===== src/rtl/core/bed_pkg.sv =====
// ----------------------------------------------------------------------------
// bed_pkg
// Shared types, event codes and register indexes of the button event detector.
// ----------------------------------------------------------------------------
package bed_pkg;

	localparam int TICK_WIDTH_DEF  = 16;
	localparam int COUNT_WIDTH_DEF = 8;

	localparam int EVENT_W    = 3;
	localparam int PCOUNT_W   = 8;
	localparam int THRESH_W   = 16;
	localparam int CFG_INDEX_W = 2;
	localparam int CFG_DATA_W  = 16;

	localparam logic [EVENT_W-1:0] EV_NONE    = 3'd0;
	localparam logic [EVENT_W-1:0] EV_PRESS   = 3'd1;
	localparam logic [EVENT_W-1:0] EV_MULTI   = 3'd2;
	localparam logic [EVENT_W-1:0] EV_RELEASE = 3'd3;
	localparam logic [EVENT_W-1:0] EV_LONG    = 3'd4;

	localparam logic [CFG_INDEX_W-1:0] REG_ACTIVE_LEVEL     = 2'd0;
	localparam logic [CFG_INDEX_W-1:0] REG_DETECT_THRESHOLD = 2'd1;
	localparam logic [CFG_INDEX_W-1:0] REG_HOLD_THRESHOLD   = 2'd2;
	localparam logic [CFG_INDEX_W-1:0] REG_MULTI_INTERVAL   = 2'd3;

	localparam logic [THRESH_W-1:0] DETECT_THRESHOLD_RST = 16'd2;
	localparam logic [THRESH_W-1:0] HOLD_THRESHOLD_RST   = 16'd100;
	localparam logic [THRESH_W-1:0] MULTI_INTERVAL_RST   = 16'd0;

	typedef struct packed {
		logic                active_level;
		logic [THRESH_W-1:0] detect_threshold;
		logic [THRESH_W-1:0] hold_threshold;
		logic [THRESH_W-1:0] multi_interval;
	} bed_cfg_t;

	typedef struct packed {
		logic [EVENT_W-1:0]  event_code;
		logic [PCOUNT_W-1:0] press_count;
		logic                is_pressed;
	} bed_result_t;

endpackage


===== src/rtl/core/bed_ifs.sv =====
// ----------------------------------------------------------------------------
// bed channel interfaces
// Valid/ready channels for pin samples, detector results and register writes.
// ----------------------------------------------------------------------------
interface bed_pin_if;
	logic valid;
	logic ready;
	logic pin_level;

	modport source (output valid, output pin_level, input ready);
	modport sink   (input valid, input pin_level, output ready);
endinterface

interface bed_result_if;
	import bed_pkg::*;
	logic                valid;
	logic                ready;
	logic [EVENT_W-1:0]  event_code;
	logic [PCOUNT_W-1:0] press_count;
	logic                is_pressed;

	modport source (output valid, output event_code, output press_count, output is_pressed,
		input ready);
	modport sink   (input valid, input event_code, input press_count, input is_pressed,
		output ready);
endinterface

interface bed_cfg_if;
	import bed_pkg::*;
	logic                   valid;
	logic                   ready;
	logic [CFG_INDEX_W-1:0] index;
	logic [CFG_DATA_W-1:0]  data;

	modport source (output valid, output index, output data, input ready);
	modport sink   (input valid, input index, input data, output ready);
endinterface


===== src/rtl/core/bed_cfg_regs.sv =====
// ----------------------------------------------------------------------------
// bed_cfg_regs
// Configuration register file, written through the register write channel.
// ----------------------------------------------------------------------------
module bed_cfg_regs (
	input  logic             clk,
	input  logic             arst_n,
	bed_cfg_if.sink          cfg,
	output bed_pkg::bed_cfg_t cfg_q
);
	import bed_pkg::*;

	assign cfg.ready = 1'b1;

	always_ff @(posedge clk or negedge arst_n) begin
		if (!arst_n) begin
			cfg_q.active_level     <= 1'b0;
			cfg_q.detect_threshold <= DETECT_THRESHOLD_RST;
			cfg_q.hold_threshold   <= HOLD_THRESHOLD_RST;
			cfg_q.multi_interval   <= MULTI_INTERVAL_RST;
		end else if (cfg.valid) begin
			unique case (cfg.index)
				REG_ACTIVE_LEVEL:     cfg_q.active_level     <= cfg.data[0];
				REG_DETECT_THRESHOLD: cfg_q.detect_threshold <= cfg.data[THRESH_W-1:0];
				REG_HOLD_THRESHOLD:   cfg_q.hold_threshold   <= cfg.data[THRESH_W-1:0];
				REG_MULTI_INTERVAL:   cfg_q.multi_interval   <= cfg.data[THRESH_W-1:0];
				default: ;
			endcase
		end
	end

endmodule


===== src/rtl/core/bed_engine.sv =====
// ----------------------------------------------------------------------------
// bed_engine
// Debounce, multi-press window and hold counters; one tick per step.
// ----------------------------------------------------------------------------
module bed_engine #(
	parameter int TICK_WIDTH  = bed_pkg::TICK_WIDTH_DEF,
	parameter int COUNT_WIDTH = bed_pkg::COUNT_WIDTH_DEF
) (
	input  logic                clk,
	input  logic                arst_n,
	input  logic                step,
	input  logic                pin_level,
	input  bed_pkg::bed_cfg_t   cfg,
	output bed_pkg::bed_result_t result
);
	import bed_pkg::*;

	localparam int CMP_W = (TICK_WIDTH > THRESH_W) ? TICK_WIDTH : THRESH_W;
	localparam int PC_W  = (COUNT_WIDTH > PCOUNT_W) ? COUNT_WIDTH : PCOUNT_W;

	logic                   pressed_q;
	logic [TICK_WIDTH-1:0]  level_ticks_q;
	logic [COUNT_WIDTH-1:0] multi_count_q;
	logic [TICK_WIDTH-1:0]  window_ticks_q;

	logic                   pressed_n;
	logic [TICK_WIDTH-1:0]  level_ticks_n;
	logic [COUNT_WIDTH-1:0] multi_count_n;
	logic [TICK_WIDTH-1:0]  window_ticks_n;
	logic [EVENT_W-1:0]     event_n;

	logic                   at_active;
	logic [TICK_WIDTH-1:0]  level_ticks_inc;
	logic [TICK_WIDTH-1:0]  window_ticks_inc;
	logic [PC_W-1:0]        count_wide;

	assign at_active        = (pin_level == cfg.active_level);
	assign level_ticks_inc  = (&level_ticks_q) ? level_ticks_q
		: level_ticks_q + TICK_WIDTH'(1);
	assign window_ticks_inc = (&window_ticks_q) ? window_ticks_q
		: window_ticks_q + TICK_WIDTH'(1);

	always_comb begin
		pressed_n      = pressed_q;
		level_ticks_n  = level_ticks_q;
		multi_count_n  = multi_count_q;
		window_ticks_n = window_ticks_q;
		event_n        = EV_NONE;

		// multi-press window ages first
		if (multi_count_q != '0) begin
			if (CMP_W'(window_ticks_inc) > CMP_W'(cfg.multi_interval)) begin
				multi_count_n  = '0;
				window_ticks_n = '0;
			end else begin
				window_ticks_n = window_ticks_inc;
			end
		end

		if (!pressed_q) begin
			if (at_active) begin
				if (CMP_W'(level_ticks_q) >= CMP_W'(cfg.detect_threshold)) begin
					pressed_n      = 1'b1;
					level_ticks_n  = TICK_WIDTH'(1);
					multi_count_n  = (&multi_count_n) ? multi_count_n
						: multi_count_n + COUNT_WIDTH'(1);
					window_ticks_n = '0;
					event_n        = (multi_count_n > COUNT_WIDTH'(1)) ? EV_MULTI : EV_PRESS;
				end else begin
					level_ticks_n = level_ticks_inc;
				end
			end
		end else begin
			if (!at_active) begin
				pressed_n     = 1'b0;
				level_ticks_n = '0;
				event_n       = EV_RELEASE;
			end else begin
				level_ticks_n = level_ticks_inc;
				if (!(&level_ticks_q)
					&& (CMP_W'(level_ticks_inc) == CMP_W'(cfg.hold_threshold))) begin
					event_n = EV_LONG;
				end
			end
		end
	end

	assign count_wide = PC_W'(multi_count_n);

	always_comb begin
		result.event_code  = event_n;
		result.press_count = (count_wide > PC_W'(255)) ? 8'hFF : count_wide[PCOUNT_W-1:0];
		result.is_pressed  = pressed_n;
	end

	always_ff @(posedge clk or negedge arst_n) begin
		if (!arst_n) begin
			pressed_q      <= 1'b0;
			level_ticks_q  <= '0;
			multi_count_q  <= '0;
			window_ticks_q <= '0;
		end else if (step) begin
			pressed_q      <= pressed_n;
			level_ticks_q  <= level_ticks_n;
			multi_count_q  <= multi_count_n;
			window_ticks_q <= window_ticks_n;
		end
	end

endmodule


===== src/rtl/core/button_event_detector.sv =====
// ----------------------------------------------------------------------------
// button_event_detector
// Button debounce with press, multi-press, release and long-press events.
// ----------------------------------------------------------------------------
// Usage:
//   pin    : one transaction per tick, carrying the sampled button level
//   result : exactly one transaction per pin transaction, in order, with the
//            event code, the multi-press count and the pressed flag
//   cfg    : register writes (active level, detect threshold, hold threshold,
//            multi-press interval); always ready; the user must write only while idle (not enforced)
// From pin acceptance to result valid, a tick passes the input register, then
// the counter update and the result register. Throughput is one tick per
// cycle unless the receiver stalls; the counter state is a single register
// stage updated in the cycle a tick moves into the result register.
// When the receiver stalls, the result register holds, the input register
// fills, and pin ready drops until the result is taken.
// Reset clears all counters, the pressed flag and both pipeline valids, and
// loads the register defaults.
// ----------------------------------------------------------------------------
module button_event_detector #(
	parameter int TICK_WIDTH  = bed_pkg::TICK_WIDTH_DEF,
	parameter int COUNT_WIDTH = bed_pkg::COUNT_WIDTH_DEF
) (
	input  logic          clk,
	input  logic          arst_n,
	bed_pin_if.sink       pin,
	bed_result_if.source  result,
	bed_cfg_if.sink       cfg
);
	import bed_pkg::*;

	bed_cfg_t    cfg_q;
	bed_result_t engine_result;
	bed_result_t result_s2;
	logic        valid_s1;
	logic        pin_level_s1;
	logic        valid_s2;
	logic        out_free;
	logic        advance;

	assign out_free  = !valid_s2 || result.ready;
	assign advance   = valid_s1 && out_free;
	assign pin.ready = !valid_s1 || out_free;

	bed_cfg_regs u_cfg_regs (
		.clk    (clk),
		.arst_n (arst_n),
		.cfg    (cfg),
		.cfg_q  (cfg_q)
	);

	bed_engine #(
		.TICK_WIDTH  (TICK_WIDTH),
		.COUNT_WIDTH (COUNT_WIDTH)
	) u_engine (
		.clk       (clk),
		.arst_n    (arst_n),
		.step      (advance),
		.pin_level (pin_level_s1),
		.cfg       (cfg_q),
		.result    (engine_result)
	);

	always_ff @(posedge clk or negedge arst_n) begin
		if (!arst_n) begin
			valid_s1 <= 1'b0;
			valid_s2 <= 1'b0;
		end else begin
			if (pin.valid && pin.ready) begin
				valid_s1 <= 1'b1;
			end else if (advance) begin
				valid_s1 <= 1'b0;
			end
			if (advance) begin
				valid_s2 <= 1'b1;
			end else if (result.ready) begin
				valid_s2 <= 1'b0;
			end
		end
	end

	always_ff @(posedge clk) begin
		if (pin.valid && pin.ready) begin
			pin_level_s1 <= pin.pin_level;
		end
		if (advance) begin
			result_s2 <= engine_result;
		end
	end

	assign result.valid       = valid_s2;
	assign result.event_code  = result_s2.event_code;
	assign result.press_count = result_s2.press_count;
	assign result.is_pressed  = result_s2.is_pressed;

endmodule


===== src/flat_wrapper.sv =====
// flat-port wrapper written by rule: the top's interface ports become plain ports
module button_event_detector_flat import bed_pkg::*;
#(
	parameter int TICK_WIDTH  = bed_pkg::TICK_WIDTH_DEF,
	parameter int COUNT_WIDTH = bed_pkg::COUNT_WIDTH_DEF
)
  (clk, arst_n, pin_valid, pin_pin_level, pin_ready, result_valid, result_event_code, result_press_count, result_is_pressed, result_ready, cfg_valid, cfg_index, cfg_data, cfg_ready);
  bed_pin_if pin_i ();
  bed_result_if result_i ();
  bed_cfg_if cfg_i ();
  input  logic clk;
  input  logic arst_n;
  input wire logic [$bits(pin_i.valid)-1:0] pin_valid;
  input wire logic [$bits(pin_i.pin_level)-1:0] pin_pin_level;
  output wire logic [$bits(pin_i.ready)-1:0] pin_ready;
  output wire logic [$bits(result_i.valid)-1:0] result_valid;
  output wire logic [$bits(result_i.event_code)-1:0] result_event_code;
  output wire logic [$bits(result_i.press_count)-1:0] result_press_count;
  output wire logic [$bits(result_i.is_pressed)-1:0] result_is_pressed;
  input wire logic [$bits(result_i.ready)-1:0] result_ready;
  input wire logic [$bits(cfg_i.valid)-1:0] cfg_valid;
  input wire logic [$bits(cfg_i.index)-1:0] cfg_index;
  input wire logic [$bits(cfg_i.data)-1:0] cfg_data;
  output wire logic [$bits(cfg_i.ready)-1:0] cfg_ready;
  assign pin_i.valid = pin_valid;
  assign pin_i.pin_level = pin_pin_level;
  assign pin_ready = pin_i.ready;
  assign result_valid = result_i.valid;
  assign result_event_code = result_i.event_code;
  assign result_press_count = result_i.press_count;
  assign result_is_pressed = result_i.is_pressed;
  assign result_i.ready = result_ready;
  assign cfg_i.valid = cfg_valid;
  assign cfg_i.index = cfg_index;
  assign cfg_i.data = cfg_data;
  assign cfg_ready = cfg_i.ready;
  button_event_detector #(.TICK_WIDTH(TICK_WIDTH), .COUNT_WIDTH(COUNT_WIDTH)) u_core (.clk(clk), .arst_n(arst_n), .pin(pin_i), .result(result_i), .cfg(cfg_i));
endmodule

===== config.mk =====
export PLATFORM = sky130hd
export DESIGN_NAME = button_event_detector_flat
export DESIGN_NICKNAME = d
export VERILOG_FILES = /design/src/rtl/core/bed_pkg.sv /design/src/rtl/core/bed_ifs.sv /design/src/rtl/core/bed_cfg_regs.sv /design/src/rtl/core/bed_engine.sv /design/src/rtl/core/button_event_detector.sv /design/src/flat_wrapper.sv
export SDC_FILE = /design/constraint.sdc
export NUM_CORES = 1
export LEC_CHECK = 0
export BUFFER_PORTS_ARGS = -buffer_cell sky130_fd_sc_hd__buf_4
export CAP_MARGIN = 20
export CORE_MARGIN = 2
export CORE_UTILIZATION = 61
export CTS_BUF_LIST = sky130_fd_sc_hd__clkbuf_4 sky130_fd_sc_hd__clkbuf_8
export DETAILED_ROUTE_END_ITERATION = 16
export GPL_TIMING_DRIVEN = 0
export PLACE_DENSITY = 0.8
export SLEW_MARGIN = 20
export SYNTH_ARGS = -nofsm -noshare
export SYNTH_HDL_FRONTEND = slang
export SYNTH_SLANG_ARGS = --single-unit
export TNS_END_PERCENT = 10

===== constraint.sdc =====
create_clock -name clk -period 5.6 [get_ports clk]
set_input_delay 0.84 -clock clk [delete_from_list [all_inputs] [get_ports clk]]
set_output_delay 0.84 -clock clk [all_outputs]
set_load 0.1 [all_outputs]

* After elaboration in Yosys (flattened, before gate mapping) *
Cells that the tools add are included.

storage, ports and cells
  flip-flop bits (word level) = 105
  input bits = 24
  output and inout port bits = 15

operators by class
  $add $sub $neg = 3
  $lt $le $gt $ge = 4
  equality and inequality tests = 5
  mux-type cells = 31
  reduce and logical (&&, ||, !) cells = 21

operators by type and width
  operator               number
  $mux 16                11
  $mux 8                 6
  $add 16x1->16 const B  2
  $reduce_and 16->1      2
  $eq 16x16->1           1
  $ge 16x16->1           1
  $gt 16x16->1           1
  $reduce_and 2->1       5
  $mux 3                 3
  $add 8x1->8 const B    1
  $gt 8x1->1 const B     1
  $gt 8x8->1 const B     1
  $mux 1                 8
  $reduce_and 8->1       1
  $reduce_bool 8->1      1
  $mux 2                 3
  $reduce_bool 2->1      3
  $eq 2x2->1 const B     2
  $logic_and 1x1->1      3
  $logic_not 1->1        3
  $eq 2x1->1 const B     1
  $logic_not 2->1        1
  $logic_or 1x1->1       2
  $eq 1x1->1             1

* Longest topological paths before layout *
Gate-level depths: netlist of the first run.

  depth after elaboration = 12
  depth in mapped cells = 22
  depth with buffers taken out = 19

* By module *
Synthesis of the first run repeated with hierarchy kept, for this count alone.

second synthesis, totals
  cell total of the unflattened synthesis = 638
  area total of the unflattened synthesis = 6545.0 um^2

by module, submodules not included
  module                 times used  cells each  area an instance (um^2)
  bed_engine             1           510         4045.1
  bed_cfg_regs           1           107         2005.7
  button_event_detector  1           21          494.2

* Least setup slack after synthesis of the first run *
OpenSTA, ideal clock, no wires.

  kind = reg-to-reg
  start point = register u_core.u_engine.window_ticks_q[2]
  end point = register u_core.result_s2, in the netlist u_core.result.press_count[5], data pin
  arrival time = 4.360 ns
  data required time = 5.341 ns
  slack = 0.981 ns
  stages on the path, launching flop included = 22
  clock period less this slack = 4.619 ns
  cell sequence = dfrtp_1 -> and3_1 -> and3_1 -> nand2_1 -> nor3_1 -> and4b_1 -> a21oi_1 -> ha_1 -> nand4_1 -> nor4_1 -> a21bo_2 -> a31oi_1 -> buf_2 -> buf_2 -> nor2b_1 -> ha_1 -> and3_1 -> clkbuf_1 -> and3_1 -> nor3_1 -> a21o_1 -> a21oi_1

on the way
  word-level cells in the longest chain between the ends = 11

RTL lines
  what                                                line                                text
  start, declared                                     bed_engine.sv:24                    logic [TICK_WIDTH-1:0] window_ticks_q;
  start signal, assigned                              bed_engine.sv:106                   window_ticks_q <= window_ticks_n;
  $add 16x1->16 or $reduce_and 16->1 (tied branches)  bed_engine.sv:41, bed_engine.sv:40
  $mux 16 *                                           bed_engine.sv:40                    assign window_ticks_inc = (&window_ticks_q) ? window_ticks_q
  $gt 16x16->1 *                                      bed_engine.sv:52                    if (CMP_W'(window_ticks_inc) > CMP_W'(cfg.multi_interval)) begin
  $mux 8 *                                            bed_engine.sv:52
  $mux 8 *                                            bed_engine.sv:51                    if (multi_count_q != '0) begin
  $add 8x1->8 or $reduce_and 8->1 (tied branches)     bed_engine.sv:66, bed_engine.sv:65
  $mux 8                                              bed_engine.sv:65                    multi_count_n = (&multi_count_n) ? multi_count_n
  $mux 8                                              bed_engine.sv:62                    if (CMP_W'(level_ticks_q) >= CMP_W'(cfg.detect_threshold)) begin
  $mux 8                                              bed_engine.sv:61                    if (at_active) begin
  $mux 8 *                                            bed_engine.sv:60                    if (!pressed_q) begin
  via u_core.u_engine.count_wide[5]                   bed_engine.sv:35                    logic [PC_W-1:0] count_wide;
  $gt 8x8->1                                          bed_engine.sv:92                    result.press_count = (count_wide > PC_W'(255)) ? 8'hFF : count_wide[PCOUNT_W-1:0];
  end signal, assigned                                button_event_detector.sv:87         result_s2 <= engine_result;
  end, declared                                       button_event_detector.sv:34         bed_result_t result_s2;

Mark *: on every way through the listed nets, which the timed path passes. The rest lies on a longest branch.
A chain may end at the register's enable or synchronous reset.

* Worst setup path in the final report of the first run *
Same ends and word-level chain as after synthesis.

==> metrics.cfg, run 1 <==
[routing]
drt_pass1_iterations=5
drt_iter0_drc=495
drc_errors=0
num_vias=5365
routed_wl_um=15800
final_antenna_net_count=0
route.detailed.wl_per_inst_um=18.9
via_per_inst=6.43

[placement]
port_buffers=37
dp.final_hpwl_um=11500
dp.cells=819
pre_cts_ws_ps=83.3
gp_congestion=0.930

[timing]
finalHoldViolations=0
fin_ws_ps=345
period_minus_slack_ps=5250
max_freq_ghz=0.190
finalClockSkew_ps=12.9
slew_headroom=0.331
worst_slew_pin_slew_ps=1000
setup_violations=0
holdWs_ps=502
drv_slew=0
final.setup.tns_ps=0
min_period_over_period=0.938

[global_route]
grt_use_total=0.290
grt_pass1_wl_um=25800
grt_max_degree=93
overflow=0
grt_pass1_vias=5205
antenna_found_initial=0

[pwr]
leakagePower_nw=3.20
power_frac_seq=0.432
power.clock.fraction=0.223
switchingPower_mw=0.914
power_density_mw_per_mm2=340
p_comb_frac=0.345
intPower_mw=1.50
swShare=0.378
peakVddDrop_mv=0.220

[clock_network]
path_clk_slew_ps=110
cts_tree=yes
cts_hold_buffers=0
root_buffer=clkbuf_8
clk_latency_ps=380
cts_made_buffers=9
cts_num_sinks=105
cts_buffer_depth=2
htreeDepth=3

[synth]
yosysWarnings=0
synth.distinct_cells=71
synth_nets=705
yosys_most_used_dff=dfrtp_1
ys_ff_latch=105
syn-instance-count=646
synthArstFlopShare=0.876
syn_area_per_cell_um2=9.90
synth_area_mm2=0.00639
yosysSeqAreaShare=0.422
synth_edf_count=13

[setup_path]
cp_slowest_cell=dfrtp_2
path_max_fanout=10
startpoint=u_core.u_engine.window_ticks_q[2]$_DFFE_PN0P_
slowest_delay_ps=450
worstPathCellList=and3_1 > and3_1 > nand2_1 > nor3_2 > and4b_1 > a21oi_1 > ha_1 > nand4_1 > nor4_4 > a21bo_2 > a31oi_1 > clkbuf_4 > clkbuf_4 > nor2b_1 > ha_1 > and3_1 > clkbuf_1 > and3_1 > nor3_2 > a21o_1 > a21oi_1
critical_path_class=flip-flop to flip-flop
r2r-start=u_core.u_engine.window_ticks_q[2]$_DFFE_PN0P_
rrSetupSlack_ps=350
cp.buffers_inverters=3
crit_path_end_kind=flip-flop
startpoint_type=flip-flop
cpMostUsedCell=and3_1
cp_data_required_time_ps=5750
arrival_ps=5410
cp_top_family=simple AND/OR/NAND/NOR gates

[finish]
diodes=0
fin_nets=753
final_cell_mix=86 x dfrtp_1, 50 x mux2_2, 43 x inv_1, 43 x a21oi_1
drive_above_1_share=0.197
area_growth_pct=11.3
finalNonFillerCells=835
final_common_cell=dfrtp_1

[floorplanning]
die_h_um=106
io_pins=39
start_util=0.625
core.rowCount=37
coreArea_mm2=0.0102
dieArea_mm2=0.0113
fp.dieW_um=106

[run]
maxCapViolCount=0

[worst_hold_path]
worstHoldPathType=flip-flop to flip-flop
min_from=u_core.valid_s1$_DFFE_PN0P_

[run_status]
status=complete, no violations

-- through the flow --
stage / utilization / cell area [um2] / power, mW
floorplan: - / 6390 / 1.62
global placement: 0.669 / 6840 / 1.81
detailed placement: 0.669 / 6850 / 1.86
CTS: 0.691 / 7070 / 2.39
global route: 0.695 / 7110 / 2.55
finish: 0.695 / 7110 / 2.42
-- final cells by class --
type	count	area [um2]
Multi-Input combinational cell	472	3450
Fill cell	788	3120
Sequential cell	105	2700
Timing Repair Buffer	37	282
Tap cell	136	170
Inverter	44	165
Clock buffer	10	138
Buffer	25	121
Clock inverter	6	90.1
-- routing by layer --
layer,vias to the layer above,global-route usage,routed length (um)
li1,2492,-,-
met1,2641,0.415,7100
met2,209,0.454,7540
met3,23,0.0300,858
met4,0,0.116,295
met5,-,0,0
-- synthesized netlist by cell type (14+ instances only) --
cell,instances,area [um2]
nand2_1,39,146
nor3_1,15,75.1
dfrtp_1,88,2200
a21oi_1,43,215
clkbuf_1,14,52.6
xnor2_1,18,158
a31oi_1,15,93.8
ha_1,35,438
mux2_2,50,563
nand3_1,28,140
inv_1,43,161
o21ai_0,31,155
nor2_1,31,116
a22o_1,14,123
-- repair_timing --
action | in CTS | in global routing
resized for setup | 0 | 9
endpoints found under the setup margin | 0 | 13
buffers inserted | 0 | 0
-- sequential cells by signal, indices dropped and copies added (netlist names), 3 cells and up --
register,count
u_core.result.event_code,3
u_core.u_cfg_regs.cfg_q,49
u_core.u_engine.window_ticks_q,16
u_core.u_engine.multi_count_q,8
u_core.result.press_count,8
u_core.u_engine.level_ticks_q,16
-- worst paths after layout --
path / endpoint / cells after the start
worst max-delay path: u_core.result.press_count[5]$_DFFE_PP_ / 21
worst min register to register: u_core.result.valid$_DFFE_PN0P_ / 1
max in group asynchronous: u_core.u_engine.window_ticks_q[2]$_DFFE_PN0P_ / 1
worst max register to register: u_core.result.press_count[5]$_DFFE_PP_ / 21
worst min-delay path: u_core.result.valid$_DFFE_PN0P_ / 1
min in group asynchronous: u_core.u_engine.level_ticks_q[2]$_DFFE_PN0P_ / 1
-- worst register-to-register path, stage by stage, from the launching register on --
cell and delay [ps]:
dfrtp_2 450, and3_1 250, and3_1 290, nand2_1 130, nor3_2 270, and4b_1 230
a21oi_1 100, ha_1 330, nand4_1 220, nor4_4 350, a21bo_2 270, a31oi_1 220
clkbuf_4 250, clkbuf_4 220, nor2b_1 70, ha_1 240, and3_1 200, clkbuf_1 200
and3_1 270, nor3_2 240, a21o_1 160, a21oi_1 50
-- cells by family (layout without fill, tap and decap cells) --
kind of cell | after synthesis | after routing | share of synthesized area
AND/OR/NAND/NOR | 186 | 186 | 0.156
flip-flops | 105 | 105 | 0.422
AO/OA/AOI/OAI | 166 | 166 | 0.174
other | 1 | 1 | 0.000586
XOR/XNOR | 30 | 30 | 0.0411
buffers and inverters | 69 | 122 | 0.0438
adder cells (fa/ha/maj) | 35 | 35 | 0.0685
multiplexers | 54 | 54 | 0.0943
-- power by group through the flow --
stage / Sequential, mW / Combinational (mW) / Clock [mW]
after floorplan: 1.09 / 0.529 / 0
after global placement: 1.04 / 0.768 / 0
after detailed placement: 1.05 / 0.805 / 0
after CTS: 1.04 / 0.813 / 0.542
after global routing: 1.06 / 0.917 / 0.576
final: 1.04 / 0.834 / 0.540
(Power assumes the default switching activity.)
==> run 2, diff against run 1 <==
--- a/config.mk
+++ b/config.mk
@@ -12,7 +12,7 @@
 export CTS_BUF_LIST = sky130_fd_sc_hd__clkbuf_4 sky130_fd_sc_hd__clkbuf_8
 export DETAILED_ROUTE_END_ITERATION = 16
 export GPL_TIMING_DRIVEN = 0
-export PLACE_DENSITY = 0.8
+export PLACE_DENSITY = 0.78
 export SLEW_MARGIN = 20
 export SYNTH_ARGS = -nofsm -noshare
 export SYNTH_HDL_FRONTEND = slang
==> metrics.cfg, run 2 (synthesis results as in run 1) <==
[run_status]
status=complete, no violations

[finish]
top_regs=u_core.u_cfg_regs.cfg_q (49), u_core.u_engine.level_ticks_q (16), u_core.u_engine.window_ticks_q (16)
fillers=793
diodes=0
fin_nets=753
final_core_utilization=0.692
drive_above_1_share=0.198
multi_input_comb_area_mm2=0.00345
seq_area_mm2=0.00270
regMostFlops=u_core.u_cfg_regs.cfg_q
final_cell_mix=86 x dfrtp_1, 50 x mux2_2, 43 x inv_1, 43 x a21oi_1
largest_register_ffs=49
final_common_cell=dfrtp_1
area_growth_pct=10.7

[placement]
port_buffers=37
gp_congestion=0.946
dp.final_hpwl_um=11400

[global_route]
overflow=0
grt_max_degree=93
grt_pass1_wl_um=26100
antenna_found_initial=0
grt_pass1_vias=5101
grt_use_total=0.293

[routing]
drc_errors=0
via_per_inst=6.34
route.detailed.wl_per_inst_um=18.7
drt_pass1_iterations=5
drt_iter0_drc=381
routed_wl_um=15600
num_vias=5287
final_antenna_net_count=0

[timing]
max_freq_ghz=0.192
drv_slew=0
finalHoldViolations=0
rsz0062_at_grt=false
setup_violations=0
period_minus_slack_ps=5210
final.setup.tns_ps=0
finalClockSkew_ps=12.2
slew_headroom=0.325
worst_slew_pin_slew_ps=1010
min_period_over_period=0.930

[pwr]
power_frac_seq=0.444
power_density_mw_per_mm2=331
intPower_mw=1.46
peakVddDrop_mv=0.188
swShare=0.375
leakagePower_nw=3.18
power.clock.fraction=0.207
p_comb_frac=0.349
p_total_mw=2.35
switchingPower_mw=0.880

[clock_network]
cts_hold_buffers=0
cts_num_sinks=105
cts_made_buffers=9
cts_tree=yes
root_buffer=clkbuf_8
cts_buffer_depth=2
htreeDepth=3
clk_latency_ps=390
path_clk_slew_ps=100

[setup_path]
cp_data_required_time_ps=5750
critical_path_class=flip-flop to flip-flop
startpoint=u_core.u_engine.window_ticks_q[3]$_DFFE_PN0P_
r2r_cells=21
r2r-start=u_core.u_engine.window_ticks_q[3]$_DFFE_PN0P_
path_max_fanout=10
startpoint_type=flip-flop
arrival_ps=5350
crit_path_end_kind=flip-flop

[floorplanning]
dieArea_mm2=0.0113
fp.dieW_um=106
die_h_um=106
start_util=0.625
io_pins=39
core.rowCount=37
coreArea_mm2=0.0102

[run]
maxCapViolCount=0

[worst_hold_path]
worstHoldPathType=primary input to asynchronous set/reset pin

## run 2: changes by cell type in the layout (fill, tap and decap cells not counted), sizes merged
cell,before,now
buf,46,47
bufinv,2,1
clkbuf,26,27
clkinv,4,2
## run 2: routing by layer
layer,track usage,wire (um)
met3,0.0497,1100
met2,0.447,7140
met4,0.0930,229
met5,0,0
met1,0.428,7110
## run 2: worst max-delay path: stages (launching register included)
cell and delay, ps:
dfrtp_2 440, and3_1 230, and3_1 290, nand2_1 110
nor3_2 250, and4b_1 230, a21oi_1 100, ha_1 330
nand4_1 190, nor4_2 350, a21bo_2 260, a31oi_1 230
clkbuf_4 250, buf_2 250, nor2b_1 80, ha_1 250
and3_1 190, clkbuf_1 190, and3_1 270, nor3_2 240
a21o_1 160, a21oi_1 60
## run 2: what timing repair did
action / 4_1_cts / 5_1_grt
endpoints found under the setup margin: 0 / 12
resized for setup: 0 / 8
buffers inserted: 0 / 0
## run 2: power by group through the flow
stage / Clock [mW] / Combinational [mW] / Sequential (mW)
2_1_floorplan: 0 / 0.529 / 1.09
3_3_place_gp: 0 / 0.761 / 1.04
3_5_place_dp: 0 / 0.802 / 1.05
4_1_cts: 0.489 / 0.808 / 1.04
5_1_grt: 0.524 / 0.910 / 1.06
6_report: 0.486 / 0.817 / 1.04
## run 2: through the flow
stage	setup slack, ps	cells	area (um2)	hold slack [ps]
final	393	834	7080	500
after global placement	302	819	6840	484
after floorplan	981	646	6390	457
after CTS	81.0	834	7040	515
after global routing	17.5	834	7080	520
after detailed placement	151	819	6850	493
## run 2: final timing paths
path / to / slack [ps]
worst min register to register: u_core.u_cfg_regs.cfg_q[14]$_DFFE_PN0P_ / 520
worst min-delay path: u_core.u_engine.level_ticks_q[6]$_DFFE_PN0P_ / 500
max in group asynchronous: u_core.u_engine.window_ticks_q[2]$_DFFE_PN0P_ / 4490
worst max register to register: u_core.result.press_count[5]$_DFFE_PP_ / 390
worst max-delay path: u_core.result.press_count[5]$_DFFE_PP_ / 390
min in group clk: u_core.u_cfg_regs.cfg_q[14]$_DFFE_PN0P_ / 520
## run 2: layout make-up
type,count,share of cell area
Buffer,25,0.0168
Clock inverter,3,0.00583
Inverter,44,0.0233
Sequential cell,105,0.381
Timing Repair Buffer,37,0.0398
Multi-Input combinational cell,472,0.487
Tap cell,136,0.0240
Clock buffer,12,0.0216
==> run 3, diff against run 2 <==
--- a/config.mk
+++ b/config.mk
@@ -5,16 +5,18 @@
 export SDC_FILE = /design/constraint.sdc
 export NUM_CORES = 1
 export LEC_CHECK = 0
+export ABC_AREA = 0
 export BUFFER_PORTS_ARGS = -buffer_cell sky130_fd_sc_hd__buf_4
 export CAP_MARGIN = 20
 export CORE_MARGIN = 2
-export CORE_UTILIZATION = 61
+export CORE_UTILIZATION = 30
 export CTS_BUF_LIST = sky130_fd_sc_hd__clkbuf_4 sky130_fd_sc_hd__clkbuf_8
 export DETAILED_ROUTE_END_ITERATION = 16
 export GPL_TIMING_DRIVEN = 0
-export PLACE_DENSITY = 0.78
+export PLACE_DENSITY = 0.43
 export SLEW_MARGIN = 20
 export SYNTH_ARGS = -nofsm -noshare
 export SYNTH_HDL_FRONTEND = slang
+export SYNTH_HIERARCHICAL = 1
 export SYNTH_SLANG_ARGS = --single-unit
 export TNS_END_PERCENT = 10
==> metrics.cfg, run 3 <==
[timing]
fin_ws_ps=265
drv_slew=0
finalClockSkew_ps=12.9
finalHoldViolations=0
min_period_over_period=0.953
setup_violations=0
final.setup.tns_ps=0
worst_slew_pin_slew_ps=903
rsz0062_at_grt=false
holdWs_ps=519
period_minus_slack_ps=5330
slew_headroom=0.398
max_freq_ghz=0.187

[synth]
synth_area_mm2=0.00655
synth_fa_ha_area_frac=0.0669
yosysWarnings=6
synth_edf_count=13
synth_top_family_by_area=simple AND/OR/NAND/NOR gates
synth.top_cell.area_share=0.336
synth_common_cells=88 x dfrtp_1, 41 x nand2_1, 40 x nor2_1, 39 x inv_1, 35 x ha_1
yosys_most_used_dff=dfrtp_1
synthMostInstantiatedCell=dfrtp_1
synth_nets=697
synth_simple_gate_area_frac=0.168
synthArstFlopShare=0.876
ys_ff_latch=105
synth_top_area_cell=dfrtp_1
syn-instance-count=638
synth_compound_area_frac=0.145
yosysSeqAreaShare=0.412
synth.distinct_cells=75
synthTopCellsByArea=dfrtp_1 34%, mux2_4 6.9%, ha_1 6.7%, edfxtp_1 6.0%, mux2_2 4.0%
muxShareOfSynthArea=0.111
syn_area_per_cell_um2=10.3
synth_xor_area_frac=0.0495

[clock_network]
clk_latency_ps=390
cts_buffer_depth=2
htreeDepth=3
cts_tree=yes
root_buffer=clkbuf_8
cts_num_sinks=105
path_clk_slew_ps=110
cts_setup_buffers=0
cts_made_buffers=9
cts_hold_buffers=0

[run_status]
status=complete, no violations

[global_route]
overflow=0
grt_max_degree=93
grt_pass1_vias=4883
grt_use_total=0.153
antenna_found_initial=0
grt_pass1_wl_um=27100

[placement]
dp.cells=955
port_buffers=37
postPlaceCellArea_mm2=0.00718
dp.final_hpwl_um=12400
pre_cts_ws_ps=200
gp_congestion=0.844

[setup_path]
cpMostUsedCell=and2_1
cp_data_required_time_ps=5760
startpoint_type=flip-flop
r2r-start=u_core/u_engine/window_ticks_q[6]$_DFFE_PN0P_
crit_path_end_kind=flip-flop
rrSetupSlack_ps=270
critical_path_class=flip-flop to flip-flop
arrival_ps=5490
r2r_cells=18
cp_top_family=simple AND/OR/NAND/NOR gates
slowest_delay_ps=510
worstPathCellList=nand3_1 > or3_4 > nor4_4 > buf_6 > mux2_2 > ha_1 > nor2b_1 > o211ai_1 > a2111oi_0 > o31ai_2 > buf_4 > and2_1 > ha_2 > and3_1 > and3_2 > or4_4 > xnor2_1 > and2_1
cp_slowest_cell=or4_4
r2r-end=u_core/result.press_count[5]$_DFFE_PP_
cp.buffers_inverters=2
path_max_fanout=10

[floorplanning]
io_pins=39
fp.dieW_um=152
dieArea_mm2=0.0230
die_h_um=152
coreArea_mm2=0.0216
start_util=0.303
core.rowCount=54

[finish]
drive_above_1_share=0.217
final_core_utilization=0.341
finalNonFillerCells=971
top_regs=u_core/u_cfg_regs/cfg_q (49), u_core/u_engine/level_ticks_q (16), u_core/u_engine/window_ticks_q (16)
multi_input_comb_area_mm2=0.00355
fillers=2249
final_cell_mix=88 x dfrtp_1, 41 x nand2_1, 40 x nor2_1
regMostFlops=u_core/u_cfg_regs/cfg_q
design_area_mm2=0.00737
largest_register_ffs=49
final_common_cell=dfrtp_1
diodes=0
fin_nets=745
area_growth_pct=12.6
seq_area_mm2=0.00270

[routing]
drc_errors=0
num_vias=5085
via_per_inst=5.24
drt_pass1_iterations=5
final_antenna_net_count=0
route.detailed.wl_per_inst_um=17.5
routed_wl_um=17000
drt_iter0_drc=302

[worst_hold_path]
worstHoldPathType=flip-flop to flip-flop
hold_depth=1
worstHoldEndpoint=u_core/u_cfg_regs/cfg_q[15]$_DFFE_PN0P_
min_from=u_core/u_cfg_regs/cfg_q[15]$_DFFE_PN0P_

[pwr]
power_density_mw_per_mm2=280
intPower_mw=1.33
switchingPower_mw=0.736
peakVddDrop_mv=0.103
p_total_mw=2.07
power.clock.fraction=0.228
swShare=0.356
p_comb_frac=0.300
leakagePower_nw=3.30
power_frac_seq=0.471

[run]
maxCapViolCount=0

-- run 3: cell count changes after synthesis, sizes merged, moves of 4 or more --
cell | before | now
nor2 | 32 | 43
a21oi | 43 | 33
nor3 | 18 | 11
o31ai | 0 | 7
xor2 | 12 | 19
a31oi | 15 | 9
a22oi | 5 | 0
and2 | 3 | 8
buf | 11 | 16
nor2b | 10 | 5
a211oi | 7 | 3
a21o | 8 | 4
-- run 3: layout make-up --
cell class              count  share of cell area
repair buffers             37              0.0382
well taps                 280              0.0475
clock buffers              10              0.0178
flip-flops and latches    105               0.366
clock inverters             6             0.00730
multi-input cells         466               0.482
inverters                  40              0.0204
plain buffers              27              0.0210
-- run 3: timing repair --
item / in CTS / in global routing
endpoints found under the hold margin: 0 / 0
gates resized for setup: 0 / 3
endpoints found under the setup margin: 0 / 3
-- run 3: worst max path at each step --
stage | slack, ps | cells past startpoint | end | from
final | 270 | 18 | u_core/result.press_count[5]$_DFFE_PP_ | u_core/u_engine/window_ticks_q[6]$_DFFE_PN0P_
after global routing | 20 | 19 | u_core/result.event_code[1]$_DFFE_PP_ | u_core/u_engine/window_ticks_q[6]$_DFFE_PN0P_
after CTS | 190 | 18 | u_core/result.press_count[5]$_DFFE_PP_ | u_core/u_engine/window_ticks_q[0]$_DFFE_PN0P_
after detailed placement | 200 | 18 | u_core/result.press_count[5]$_DFFE_PP_ | u_core/u_engine/window_ticks_q[0]$_DFFE_PN0P_
after global placement | 230 | 18 | u_core/result.press_count[5]$_DFFE_PP_ | u_core/u_engine/window_ticks_q[0]$_DFFE_PN0P_
after floorplan | 760 | 18 | u_core/result.press_count[5]$_DFFE_PP_ | u_core/u_engine/window_ticks_q[6]$_DFFE_PN0P_
-- run 3: cell families after synthesis --
| kind of cell | count (synthesis) |
|---|---|
| and+or+nand+nor | 199 |
| AOI/OAI and AO/OA | 139 |
| DFF | 105 |
| buffers and inverters | 67 |
| muxes | 55 |
| xor gates and xnor gates | 37 |
| adders and majority gates | 35 |
| other | 1 |
-- run 3: power groups by stage --
stage / sequential [mW] / combinational [mW] / clock (mW)
CTS: 0.975 / 0.627 / 0.503
global route: 0.992 / 0.694 / 0.528
global placement: 0.987 / 0.610 / 0
floorplan: 0.996 / 0.431 / 0
detailed placement: 0.990 / 0.624 / 0
finish: 0.974 / 0.621 / 0.472
-- run 3: routing by layer --
metal,share of wire,up-vias,GRT usage
met5,0,-,0
met4,0.014,0,0.0384
met3,0.051,15,0.0251
met2,0.44,142,0.232
met1,0.50,2507,0.225
li1,-,2421,-
